===== config.mk =====
export PLATFORM = sky130hd
export DESIGN_NAME = shared_exclusive_borrow_table_unit
export DESIGN_NICKNAME = d
export VERILOG_FILES = /design/src/sv/sebt_pkg.sv /design/src/sv/shared_exclusive_borrow_table_unit.sv /design/src/sv/sebt_ctrl.sv /design/src/sv/sebt_datapath.sv
export SDC_FILE = /design/constraint.sdc
export NUM_CORES = 2
export LEC_CHECK = 0
export BUFFER_PORTS_ARGS = -buffer_cell sky130_fd_sc_hd__clkbuf_2
export CORE_UTILIZATION = 30
export CTS_BUF_LIST = sky130_fd_sc_hd__clkbuf_8
export CTS_CLUSTER_SIZE = 16
export DETAILED_ROUTE_END_ITERATION = 8
export PLACE_DENSITY = 0.51
export SYNTH_ARGS = -nofsm -noshare
export SYNTH_HDL_FRONTEND = slang
export SYNTH_SLANG_ARGS = --single-unit

===== constraint.sdc =====
create_clock -name clock -period 9.4 [get_ports clock]
set_clock_uncertainty 0.2 [all_clocks]
set_input_delay 0 -clock clock [delete_from_list [all_inputs] [get_ports clock]]
set_output_delay 0 -clock clock [all_outputs]
set_load 0.02 [all_outputs]

===== src/sv/sebt_pkg.sv =====
// Shared types, sizes and codes for the shared/exclusive borrow table.
// Used by the controller, the datapath and the top level. No dependencies.
`timescale 1ns / 1ps
`default_nettype none

package sebt_pkg;

   localparam int TABLE_ENTRIES = 16;
   localparam int COUNT_BITS    = 16;

   localparam int IDX_BITS     = (TABLE_ENTRIES > 1) ? $clog2(TABLE_ENTRIES) : 1;
   localparam int OCC_BITS     = $clog2(TABLE_ENTRIES + 1);
   localparam int OCC_WIDE     = (OCC_BITS > 5) ? OCC_BITS : 5;
   localparam int SH_WIDE_BITS = (COUNT_BITS > 16) ? COUNT_BITS : 16;

   localparam int ENTITY_BITS = 64;
   localparam int MODE_BITS   = 3;
   localparam int STATUS_BITS = 3;
   localparam int SHOUT_BITS  = 16;
   localparam int USE_BITS    = 5;

   localparam logic [COUNT_BITS-1:0] COUNT_MAX = '1;

   typedef enum logic [MODE_BITS-1:0] {
      MODE_ACQ_SHARED  = 3'd0,
      MODE_ACQ_EXCL    = 3'd1,
      MODE_RELEASE_ONE = 3'd2,
      MODE_RELEASE_ALL = 3'd3,
      MODE_QUERY       = 3'd4
   } mode_type;

   typedef enum logic [STATUS_BITS-1:0] {
      ST_OK              = 3'd0,
      ST_UNTRACKED       = 3'd1,
      ST_FULL            = 3'd2,
      ST_SHARED_CONFLICT = 3'd3,
      ST_EXCL_CONFLICT   = 3'd4,
      ST_SATURATED       = 3'd5
   } status_type;

   typedef enum logic [1:0] {
      S_IDLE,
      S_MATCH,
      S_UPDATE
   } state_type;

   typedef struct packed {
      logic load;
      logic match;
      logic update;
   } ctrl_cmd_type;

endpackage

`default_nettype wire


===== src/sv/shared_exclusive_borrow_table_unit.sv =====
// Top level of the shared/exclusive borrow table: joins the controller and the
// datapath. Depends on sebt_pkg, sebt_ctrl and sebt_datapath.
//
//   channel   direction  handshake             payload
//   req_      in         req_valid/req_stall   req_mode, req_entity_id
//   rsp_      out        rsp_valid/rsp_stall   rsp_status, rsp_granted, rsp_shared_now,
//                                              rsp_exclusive_now, rsp_entries_in_use
//
// Each request goes through a match step, the parallel match and free-slot search over
// the slot table, and then an update step, the read-modify-write of the selected slot.
// The result lands in a response register; the next request is taken in the
// update step, so a new request is accepted while the previous one is being written.
// A stalled response holds the update step until the register drains.
// Synchronous reset empties the table.
`timescale 1ns / 1ps
`default_nettype none

module shared_exclusive_borrow_table_unit
   import sebt_pkg::*;
(
   input  wire logic                   clock,
   input  wire logic                   reset,
   input  wire logic                   req_valid,
   output      logic                   req_stall,
   input  wire logic [MODE_BITS-1:0]   req_mode,
   input  wire logic [ENTITY_BITS-1:0] req_entity_id,
   output      logic                   rsp_valid,
   input  wire logic                   rsp_stall,
   output      logic [STATUS_BITS-1:0] rsp_status,
   output      logic                   rsp_granted,
   output      logic [SHOUT_BITS-1:0]  rsp_shared_now,
   output      logic                   rsp_exclusive_now,
   output      logic [USE_BITS-1:0]    rsp_entries_in_use
);

   ctrl_cmd_type cmd;

   sebt_ctrl u_ctrl (
      .clock     (clock),
      .reset     (reset),
      .req_valid (req_valid),
      .req_stall (req_stall),
      .rsp_valid (rsp_valid),
      .rsp_stall (rsp_stall),
      .cmd       (cmd)
   );

   sebt_datapath u_datapath (
      .clock              (clock),
      .reset              (reset),
      .cmd                (cmd),
      .req_mode           (req_mode),
      .req_entity_id      (req_entity_id),
      .rsp_status         (rsp_status),
      .rsp_granted        (rsp_granted),
      .rsp_shared_now     (rsp_shared_now),
      .rsp_exclusive_now  (rsp_exclusive_now),
      .rsp_entries_in_use (rsp_entries_in_use)
   );

endmodule

`default_nettype wire


===== src/sv/sebt_ctrl.sv =====
// Controller for the borrow table: request handshake, match/update sequencing
// and the response valid flag. Depends on sebt_pkg.
`timescale 1ns / 1ps
`default_nettype none

module sebt_ctrl
   import sebt_pkg::*;
(
   input  wire logic         clock,
   input  wire logic         reset,
   input  wire logic         req_valid,
   output      logic         req_stall,
   output      logic         rsp_valid,
   input  wire logic         rsp_stall,
   output      ctrl_cmd_type cmd
);

   state_type state_ff, state_in;
   logic      rsp_valid_ff, rsp_valid_in;
   logic      out_free;

   // The response register can take a new result when it is empty or being drained.
   assign out_free = !rsp_valid_ff || !rsp_stall;

   always_comb begin
      state_in = state_ff;
      unique case (state_ff)
         S_IDLE: begin
            if (req_valid) state_in = S_MATCH;
         end
         S_MATCH: begin
            state_in = S_UPDATE;
         end
         S_UPDATE: begin
            if (out_free) state_in = req_valid ? S_MATCH : S_IDLE;
         end
         default: begin
            state_in = S_IDLE;
         end
      endcase
   end

   always_comb begin
      req_stall  = 1'b1;
      cmd.match  = 1'b0;
      cmd.update = 1'b0;
      unique case (state_ff)
         S_IDLE: begin
            req_stall = 1'b0;
         end
         S_MATCH: begin
            cmd.match = 1'b1;
         end
         S_UPDATE: begin
            req_stall  = !out_free;
            cmd.update = out_free;
         end
         default: begin
            req_stall = 1'b1;
         end
      endcase
      cmd.load = req_valid && !req_stall;
   end

   assign rsp_valid_in = cmd.update || (rsp_valid_ff && rsp_stall);
   assign rsp_valid    = rsp_valid_ff;

   always_ff @(posedge clock) begin
      if (reset) begin
         state_ff     <= S_IDLE;
         rsp_valid_ff <= 1'b0;
      end else begin
         state_ff     <= state_in;
         rsp_valid_ff <= rsp_valid_in;
      end
   end

`ifndef SYNTHESIS
   a_match_then_update: assert property (@(posedge clock) disable iff (reset)
      state_ff == S_MATCH |=> state_ff == S_UPDATE)
      else $error("match cycle not followed by update");
   a_update_sets_valid: assert property (@(posedge clock) disable iff (reset)
      cmd.update |=> rsp_valid_ff)
      else $error("update did not present a response");
   a_load_only_when_free: assert property (@(posedge clock) disable iff (reset)
      cmd.load |-> (state_ff == S_IDLE || cmd.update))
      else $error("request taken while an item is in flight");
`endif

endmodule

`default_nettype wire


===== src/sv/sebt_datapath.sv =====
// Datapath for the borrow table: slot registers, parallel match and free-slot
// search, read-modify-write of one slot and the response register. Depends on sebt_pkg.
`timescale 1ns / 1ps
`default_nettype none

module sebt_datapath
   import sebt_pkg::*;
(
   input  wire logic                   clock,
   input  wire logic                   reset,
   input  wire ctrl_cmd_type           cmd,
   input  wire logic [MODE_BITS-1:0]   req_mode,
   input  wire logic [ENTITY_BITS-1:0] req_entity_id,
   output      logic [STATUS_BITS-1:0] rsp_status,
   output      logic                   rsp_granted,
   output      logic [SHOUT_BITS-1:0]  rsp_shared_now,
   output      logic                   rsp_exclusive_now,
   output      logic [USE_BITS-1:0]    rsp_entries_in_use
);

   // Captured request.
   logic [MODE_BITS-1:0]   mode_ff;
   logic [ENTITY_BITS-1:0] id_ff;

   // Slot table.
   logic [ENTITY_BITS-1:0] slot_entity_ff [TABLE_ENTRIES];
   logic [COUNT_BITS-1:0]  slot_shared_ff [TABLE_ENTRIES];
   logic [TABLE_ENTRIES-1:0] slot_exclusive_ff;
   logic [TABLE_ENTRIES-1:0] slot_occupied_ff;
   logic [OCC_BITS-1:0]    total_ff, total_in;

   // Match results.
   logic [TABLE_ENTRIES-1:0] match_vec;
   logic                   hit_in, free_ok_in;
   logic [IDX_BITS-1:0]    hit_idx_in, free_idx_in;
   logic                   hit_ff, free_ok_ff;
   logic [IDX_BITS-1:0]    hit_idx_ff, free_idx_ff;

   // Update.
   logic [IDX_BITS-1:0]    sel_idx;
   logic [COUNT_BITS-1:0]  cur_sh, new_sh;
   logic                   cur_ex, new_ex;
   status_type             st;
   logic                   granted, wr_en, claim, release_slot, res_slot;
   logic [SH_WIDE_BITS-1:0] sh_wide;
   logic [OCC_WIDE-1:0]    total_wide;

   // Response register.
   logic [STATUS_BITS-1:0] rsp_status_ff;
   logic                   rsp_granted_ff, rsp_exclusive_ff;
   logic [SHOUT_BITS-1:0]  rsp_shared_ff;
   logic [USE_BITS-1:0]    rsp_use_ff;

   always_comb begin
      hit_in      = 1'b0;
      free_ok_in  = 1'b0;
      hit_idx_in  = '0;
      free_idx_in = '0;
      // Walk downward so the lowest free slot wins.
      for (int i = TABLE_ENTRIES - 1; i >= 0; i--) begin
         match_vec[i] = slot_occupied_ff[i] && (slot_entity_ff[i] == id_ff);
         if (match_vec[i]) begin
            hit_in     = 1'b1;
            hit_idx_in = IDX_BITS'(i);
         end
         if (!slot_occupied_ff[i]) begin
            free_ok_in  = 1'b1;
            free_idx_in = IDX_BITS'(i);
         end
      end
   end

   assign sel_idx = hit_ff ? hit_idx_ff : free_idx_ff;
   assign cur_sh  = hit_ff ? slot_shared_ff[sel_idx] : '0;
   assign cur_ex  = hit_ff && slot_exclusive_ff[sel_idx];

   always_comb begin
      st           = ST_OK;
      granted      = 1'b0;
      new_sh       = cur_sh;
      new_ex       = cur_ex;
      wr_en        = 1'b0;
      claim        = 1'b0;
      release_slot = 1'b0;
      res_slot     = hit_ff;
      unique case (mode_type'(mode_ff)) inside
         MODE_ACQ_SHARED, MODE_ACQ_EXCL: begin
            if (!hit_ff && !free_ok_ff) begin
               st       = ST_FULL;
               res_slot = 1'b0;
            end else begin
               res_slot = 1'b1;
               claim    = !hit_ff;
               wr_en    = 1'b1;
               if (mode_ff == MODE_ACQ_SHARED) begin
                  if (cur_ex) begin
                     st = ST_SHARED_CONFLICT;
                  end else if (cur_sh == COUNT_MAX) begin
                     st = ST_SATURATED;
                  end else begin
                     new_sh  = cur_sh + 1'b1;
                     granted = 1'b1;
                  end
               end else begin
                  if (cur_ex || (cur_sh != '0)) begin
                     st = ST_EXCL_CONFLICT;
                  end else begin
                     new_ex  = 1'b1;
                     granted = 1'b1;
                  end
               end
            end
         end
         MODE_RELEASE_ONE: begin
            if (!hit_ff) begin
               st = ST_UNTRACKED;
            end else begin
               wr_en = 1'b1;
               if (cur_ex) begin
                  new_ex = 1'b0;
               end else if (cur_sh != '0) begin
                  new_sh = cur_sh - 1'b1;
               end
               if (!new_ex && (new_sh == '0)) begin
                  release_slot = 1'b1;
                  res_slot     = 1'b0;
               end
            end
         end
         MODE_RELEASE_ALL: begin
            if (!hit_ff) begin
               st = ST_UNTRACKED;
            end else begin
               wr_en        = 1'b1;
               release_slot = 1'b1;
               res_slot     = 1'b0;
               new_sh       = '0;
               new_ex       = 1'b0;
            end
         end
         default: begin
            // Query, and the unused mode codes that behave as a query.
            if (!hit_ff) st = ST_UNTRACKED;
         end
      endcase
   end

   always_comb begin
      total_in = total_ff;
      if (claim) begin
         total_in = total_ff + 1'b1;
      end else if (release_slot && (total_ff != '0)) begin
         total_in = total_ff - 1'b1;
      end
   end

   assign sh_wide    = res_slot ? SH_WIDE_BITS'(new_sh) : '0;
   assign total_wide = OCC_WIDE'(total_in);

   always_ff @(posedge clock) begin
      if (cmd.load) begin
         mode_ff <= req_mode;
         id_ff   <= req_entity_id;
      end
      if (cmd.match) begin
         hit_ff      <= hit_in;
         hit_idx_ff  <= hit_idx_in;
         free_ok_ff  <= free_ok_in;
         free_idx_ff <= free_idx_in;
      end
      if (cmd.update) begin
         rsp_status_ff    <= st;
         rsp_granted_ff   <= granted;
         rsp_shared_ff    <= (sh_wide > SH_WIDE_BITS'(16'hFFFF)) ? 16'hFFFF
                                                                  : sh_wide[SHOUT_BITS-1:0];
         rsp_exclusive_ff <= res_slot && new_ex;
         rsp_use_ff       <= total_wide[USE_BITS-1:0];
      end
      if (cmd.update && wr_en) begin
         slot_shared_ff[sel_idx] <= release_slot ? '0 : new_sh;
         if (claim) slot_entity_ff[sel_idx] <= id_ff;
      end
   end

   always_ff @(posedge clock) begin
      if (reset) begin
         slot_occupied_ff  <= '0;
         slot_exclusive_ff <= '0;
         total_ff          <= '0;
      end else if (cmd.update && wr_en) begin
         slot_exclusive_ff[sel_idx] <= !release_slot && new_ex;
         slot_occupied_ff[sel_idx]  <= !release_slot;
         total_ff                   <= total_in;
      end
   end

   assign rsp_status         = rsp_status_ff;
   assign rsp_granted        = rsp_granted_ff;
   assign rsp_shared_now     = rsp_shared_ff;
   assign rsp_exclusive_now  = rsp_exclusive_ff;
   assign rsp_entries_in_use = rsp_use_ff;

`ifndef SYNTHESIS
   a_total_matches_slots: assert property (@(posedge clock) disable iff (reset)
      OCC_BITS'($countones(slot_occupied_ff)) == total_ff)
      else $error("occupied count out of step with slot flags");
   a_single_match: assert property (@(posedge clock) disable iff (reset)
      cmd.match |-> $onehot0(match_vec))
      else $error("entity tracked in more than one slot");
   a_no_dead_claim: assert property (@(posedge clock) disable iff (reset)
      (cmd.update && claim) |-> (granted && free_ok_ff && !hit_ff))
      else $error("slot claimed without a granted acquire");
`endif

endmodule

`default_nettype wire


[Word level (Yosys, flattened, before mapping)]
Memory sizes are Yosys's and may differ from the RTL's.
Index checks and enable logic that the tools add are counted.
Word-level totals
  memories kept: 2
  RAM bits: 1280
  register bits after elaboration: 143
Operators by class
  multiplexer cells: 97
  add/sub/neg operators: 4
  eq/ne operators: 24
  bitwise operators: 1
  reductions and logical operators: 54
  $lt $le $gt $ge: 3
Memory list
  u_datapath.slot_entity_ff: depth 16, width 64, rd ports 16, clocked after memory_dff 0, write ports 1, RTL line sebt_datapath.sv:26  | logic [ENTITY_BITS-1:0] slot_entity_ff [TABLE_ENTRIES];
  u_datapath.slot_shared_ff: depth 16, width 16, rd ports 1, clocked after memory_dff 0, write ports 1, RTL line sebt_datapath.sv:27  | logic [COUNT_BITS-1:0] slot_shared_ff [TABLE_ENTRIES];
Operator list (count)
  $eq 64x64->1: 16
  $mux 16: 13
  $mux 4: 17
  $pmux 16 s3: 1
  $mux 3: 14
  $mux 1: 34
  $bwmux 16: 2
  $logic_and 1x1->1: 26
  $add 16x1->16 const B: 1
  $eq 16x16->1 const B: 1
  $gt 16x16->1 const B: 1
  $logic_not 16->1: 1
  $reduce_bool 16->1: 1
  $sub 16x1->16 const B: 1
  $reduce_and 15->1: 1
  $reduce_or 15->1: 1
  $mux 2: 6
  $mux 5: 2
  $logic_not 1->1: 8
  $reduce_and 8->1: 1
  $reduce_or 2->1: 4
  $reduce_or 8->1: 1
  $eq 3x2->1 const B: 2
  $pmux 1 s2: 3
  21 further kinds: 25

[Logic depth before layout (Yosys ltp)]
An unclocked memory read counts as a cell.
  word-level depth: 18
  depth in mapped cells: 21
  gate-level depth less buffers: 15

[Cells and area by module]
From an unflattened synthesis, not the netlist that was laid out.
Second synthesis, totals
  cell total of the unflattened synthesis: 3936
  area total of the unflattened synthesis: 59742.3 um2
Modules (own cells, without submodules)
  sebt_datapath: times used 1, area each 59590.9 um2, sequential area each 42270.5 um2, cells an instance 3920
  sebt_ctrl: times used 1, area each 151.4 um2, sequential area each 60.1 um2, cells an instance 16

[Worst setup path after synthesis]
No wires, ideal clock.
  path kind: register to register
  from: reg u_ctrl.state_ff[0]
  to: mem u_datapath.slot_entity_ff[7][0] (enable)
  arrival time: 8.754 ns
  path buffers: 1
  library setup time: 0.644 ns
  cell stages (with the launch flop): 6
  required time: 8.556 ns
  path slack: -0.198 ns
  cells stage by stage: dfxtp_1 -> nand2b_1 -> a21oi_1 -> o211ai_1 -> buf_4 -> nor4_1
RTL lines
  from (decl): RTL line sebt_ctrl.sv:18  | state_type state_ff, state_in;
  from (signal assigned): RTL line sebt_ctrl.sv:73  | state_ff <= state_in;
  to (decl): RTL line sebt_datapath.sv:26

[Worst setup path after layout]
  from: reg u_datapath.hit_ff
  to: reg u_datapath.rsp_use_ff[4] (netlist: u_datapath.rsp_entries_in_use[4]), data pin
Between the ends
  cells in the longest elaborated chain, start to end: 16
Ends and longest elaborated chain
  from (decl): RTL line sebt_datapath.sv:36  | logic hit_ff, free_ok_ff;
  from (signal assigned): RTL line sebt_datapath.sv:166  | hit_ff <= hit_in;
  $mux 4: RTL line sebt_datapath.sv:73  | assign sel_idx = hit_ff ? hit_idx_ff : free_idx_ff;
  $mem_v2 16x16
  $mux 16: RTL line sebt_datapath.sv:74  | assign cur_sh = hit_ff ? slot_shared_ff[sel_idx] : '0;
  $sub 16x1->16 or $reduce_bool 16->1 (tied branches): RTL line sebt_datapath.sv:122, sebt_datapath.sv:121
  $mux 16: RTL line sebt_datapath.sv:121  | end else if (cur_sh != '0) begin
  $mux 16: RTL line sebt_datapath.sv:119  | if (cur_ex) begin
  $mux 16: RTL line sebt_datapath.sv:115  | if (!hit_ff) begin
  $mux 16: RTL line sebt_datapath.sv:86  | unique case (mode_type'(mode_ff)) inside
  $logic_not 16->1: RTL line sebt_datapath.sv:124  | if (!new_ex && (new_sh == '0)) begin
  $logic_and 1x1->1: RTL line sebt_datapath.sv:124
  $mux 1: RTL line sebt_datapath.sv:124
  $mux 1: RTL line sebt_datapath.sv:115
  $pmux 1 s2: RTL line sebt_datapath.sv:86
  $logic_and 1x1->1: RTL line sebt_datapath.sv:152  | end else if (release_slot && (total_ff != '0)) begin
  $mux 5: RTL line sebt_datapath.sv:152
  $mux 5 *: RTL line sebt_datapath.sv:150  | if (claim) begin
  named net u_datapath.total_in[4]: RTL line sebt_datapath.sv:30  | logic [OCC_BITS-1:0] total_ff, total_in;
  to (signal assigned): RTL line sebt_datapath.sv:177  | rsp_use_ff <= total_wide[USE_BITS-1:0];
  to (decl): RTL line sebt_datapath.sv:52  | logic [USE_BITS-1:0] rsp_use_ff;
Mark *: on every way through the listed nets, which the timed path passes. The rest lies on a longest branch. The select of a mux whose other input is x is not followed.
A chain may end at the register's enable or synchronous reset.

==> out/metrics.csv <==
metric;value;unit
result of the run;finished clean;
share of flip-flops with an asynchronous set or reset after synthesis;0;%
effective utilization at floorplan;30.3;%
Worst Setup Start Kind;flop;
total non-filler cell area in the finished layout;0.0699;mm2
first-pass GRT wire length;272000;um
Crit path arrival time;7.03;ns
R2R Path Start;u_datapath.hit_ff;
final slew viol count;0;
flip-flop and latch count after synthesis;1423;
net count after synthesis;3976;
slew margin rel.;11.0;%
Via-to-Cell Ratio;5.08;
setup slack of the critical path after layout;2.83;ns
Hold EP;u_datapath.id_ff[56];
HP Class;in -> reg;
area after detailed placement;0.0638;mm2
total die area;0.200;mm2
number of cells upsized or downsized after cts;0;
measured slew at the worst slew-check pin;1.32;ns
footprint of the multi-input gates;0.0157;mm2
GRT Resource Usage Total;19.3;%
syn_area_per_cell;15.2;um2
routed length per instance;27.2;um
largest net degree at the start of global routing;65;
most numerous cell in the Yosys netlist;sky130_fd_sc_hd__edfxtp_1;
HPWL Detailed;122000;um
total DRC errors in the routed layout;0;
DRC violation total after the first TritonRoute iteration;3917;
clock buffers created by TritonCTS;237;
FF/Latch Area;0.0423;mm2
total of fill cells in the finished design;18890;
critical register-to-register path endpoint;u_datapath.rsp_entries_in_use[4];
Setup violations, final;0;
post-CTS setup repair buffer count;0;
y dimension of the die;447;um
sequential share of the synthesized area;71.3;%
biggest area contributors in the synthesized netlist;sky130_fd_sc_hd__edfxtp_1, sky130_fd_sc_hd__xor2_1, sky130_fd_sc_hd__xnor2_1, sky130_fd_sc_hd__nor4_1, sky130_fd_sc_hd__o22ai_1;
wire length reported by the detailed router;196000;um
Row Count;162;
sequential share of power;53.8;%
cell depth of the worst min-delay path;3;
via count of the first global-routing pass;35868;
Clock Latency Late Sink;0.98;ns
number of iterations in the first detailed-routing pass;6;
Crit path required time;9.86;ns
number of enable-type register cells in the synthesized netlist;1383;
Layout Nets;4466;
io pins;99;
biggest fanout along the worst timing path;34;
die width;447;um
cell type contributing the most total cell area after synthesis;sky130_fd_sc_hd__edfxtp_1;
Synth top area share;69.9;%
most used standard cells in the synthesized netlist;sky130_fd_sc_hd__edfxtp_1, sky130_fd_sc_hd__xor2_1, sky130_fd_sc_hd__xnor2_1;
Net Switching;3.25;mW
Yosys warning total;0;
worst-case vdd ir drop;0.121;mV
routed vias;36613;
Antenna Nets Post-Route;0;
clock slew at the register clock pins of the worst setup and hold paths;0.06;ns
count of input and output buffers;98;
number of levels in the clock H-tree;4;
power per standard cell area;186;mW/mm2
Post-Place Worst Slack;2.88;ns
count of cells along the worst register-to-register path;17;
number of distinct library cell variants in the gate-level netlist after synthesis;101;
Static Leakage;22.9;nW
largest buffer count on any clock path;3;
sum of overflow across all layers after global routing;0;
final hold violation count;0;
number of buffers inserted for hold repair after clock tree synthesis;177;
cell area after synthesis;0.0594;mm2
Switching Share;24.9;%
Cells after Synth;3901;
area inside the core boundary;0.196;mm2
RSZ-0062 raised after global routing;false;
share of total power in the clock network;39.5;%
minimum clock period;6.57;ns
final cycle utilization of the critical path;69.9;%
area added between synthesis and finish;17.8;%
worst setup path category;reg -> reg;
Worst Hold Launch;req_entity_id[56];
share of power burned in combinational logic;6.7;%
P_int;9.78;mW
kind of capture point of the worst setup path;flop;
Root Driver;sky130_fd_sc_hd__clkbuf_8;
maximum achievable frequency;0.152;GHz
main flop type after synthesis;sky130_fd_sc_hd__edfxtp_1;
clock net sink count;1423;
worst-case register-to-register setup slack;2.83;ns
weighted congestion reported at the end of routability-driven placement;0.911;
number of antenna violations at the first check in global routing;13;
maxcap violations;0;
clock tree from TritonCTS;done;
share of cells above drive strength 1;13.8;%
sum of negative setup slack;0;ns
cell usage in the layout, fill, tap and decap left out, drive strengths merged, types with 40 or more instances in the layout:
cell | netlist | layout
dlygate4sd3 | 1 | 177
xor2 | 442 | 442
nand4 | 131 | 131
a22oi | 55 | 55
nor4 | 159 | 159
nor3 | 41 | 41
nand3 | 57 | 57
clkbuf | 118 | 340
a21oi | 71 | 71
a221oi | 57 | 57
o21ai | 57 | 57
xnor2 | 331 | 331
clkinv | 7 | 95
o22ai | 150 | 150
inv | 138 | 223
buf | 76 | 174
o2bb2ai | 40 | 40
nand2 | 174 | 174
edfxtp | 1383 | 1383
dfxtp | 40 | 40
nor2 | 74 | 74
per-layer routing:
metal	global-route usage (%)	vias to the layer above	wire length, um
met3	3.23	335	12500
met2	31.6	1502	92500
met5	0	-	21
li1	-	15961	-
met4	6.96	4	7090
met1	25.7	18811	83800
power groups by stage:
stage	sequential, mW	clock, mW	combinational (mW)
2_1_floorplan	7.17	0	0.392
3_3_place_gp	7.14	0	0.812
3_5_place_dp	7.14	0	0.815
4_1_cts	7.01	5.28	0.876
5_1_grt	7.01	5.54	0.918
6_report	7.01	5.15	0.874
cell type report:
class / instances / area share (%)
diodes: 3 / 0.0107
clock buffers: 242 / 4.76
clock inverters: 180 / 1.47
inverters: 145 / 0.778
multi-input cells: 2135 / 22.4
flip-flops and latches: 1423 / 60.5
well taps: 2624 / 4.70
repair buffers: 449 / 5.30
per-stage QoR:
step | total power [mW] | std cells | hold slack (ns) | util (%)
after floorplan | 7.56 | 3901 | -0.101 | -
after global routing | 13.5 | 7199 | 0.0574 | 35.7
after global placement | 7.95 | 6599 | -0.0230 | 32.6
after detailed placement | 7.96 | 6599 | -0.0213 | 32.6
after CTS | 13.2 | 7198 | 0.000473 | 35.7
final | 13.0 | 7201 | 0.103 | 35.7
registers in the layout (all words and copies together), names as in the netlist, 5 cells and up:
name,flops
u_datapath.slot_entity_ff,1024
u_datapath.slot_shared_ff,256
u_datapath.id_ff,64
u_datapath.rsp_shared_now,16
u_datapath.slot_exclusive_ff,16
u_datapath.slot_occupied_ff,16
u_datapath.rsp_entries_in_use,5
u_datapath.total_ff,5
critical path: stages, from the launching register on:
cell and delay [ns]:
sky130_fd_sc_hd__edfxtp_1 0.35, sky130_fd_sc_hd__buf_4 0.24, sky130_fd_sc_hd__mux2_2 0.95, sky130_fd_sc_hd__and2_1 0.76
sky130_fd_sc_hd__a22oi_1 0.20, sky130_fd_sc_hd__a31o_2 0.29, sky130_fd_sc_hd__nor4_4 0.35, sky130_fd_sc_hd__inv_1 0.16
sky130_fd_sc_hd__ha_1 0.30, sky130_fd_sc_hd__and3_1 0.26, sky130_fd_sc_hd__and2_4 0.20, sky130_fd_sc_hd__a22oi_1 0.39
sky130_fd_sc_hd__nand3_2 0.13, sky130_fd_sc_hd__nor4_2 0.44, sky130_fd_sc_hd__a22oi_1 0.13, sky130_fd_sc_hd__buf_4 0.26
sky130_fd_sc_hd__o311ai_0 0.43, sky130_fd_sc_hd__o21ai_0 0.18
logic make-up after synthesis:
kind of cell               synth area share [%]
DFF                                        71.3
xor gates and xnor gates                   11.4
and+or+nand+nor                            6.82
AOI/OAI and AO/OA                          7.24
buffers and inverters                      2.58
muxes                                     0.575
adders and majority gates                0.0843
how the worst max path moves through the flow:
stage / startpoint / end / depth (start not counted)
2_1_floorplan: u_ctrl.state_ff[0] / u_datapath.slot_entity_ff[7][0] / 5
3_3_place_gp: u_datapath.hit_ff / u_datapath.rsp_entries_in_use[4] / 17
3_5_place_dp: u_datapath.hit_ff / u_datapath.slot_shared_ff[4][11] / 15
4_1_cts: u_datapath.hit_ff / u_datapath.slot_shared_ff[6][11] / 15
5_1_grt: u_datapath.hit_ff / u_datapath.slot_shared_ff[1][11] / 15
6_report: u_datapath.hit_ff / u_datapath.rsp_entries_in_use[4] / 17
(Power assumes the default switching activity.)
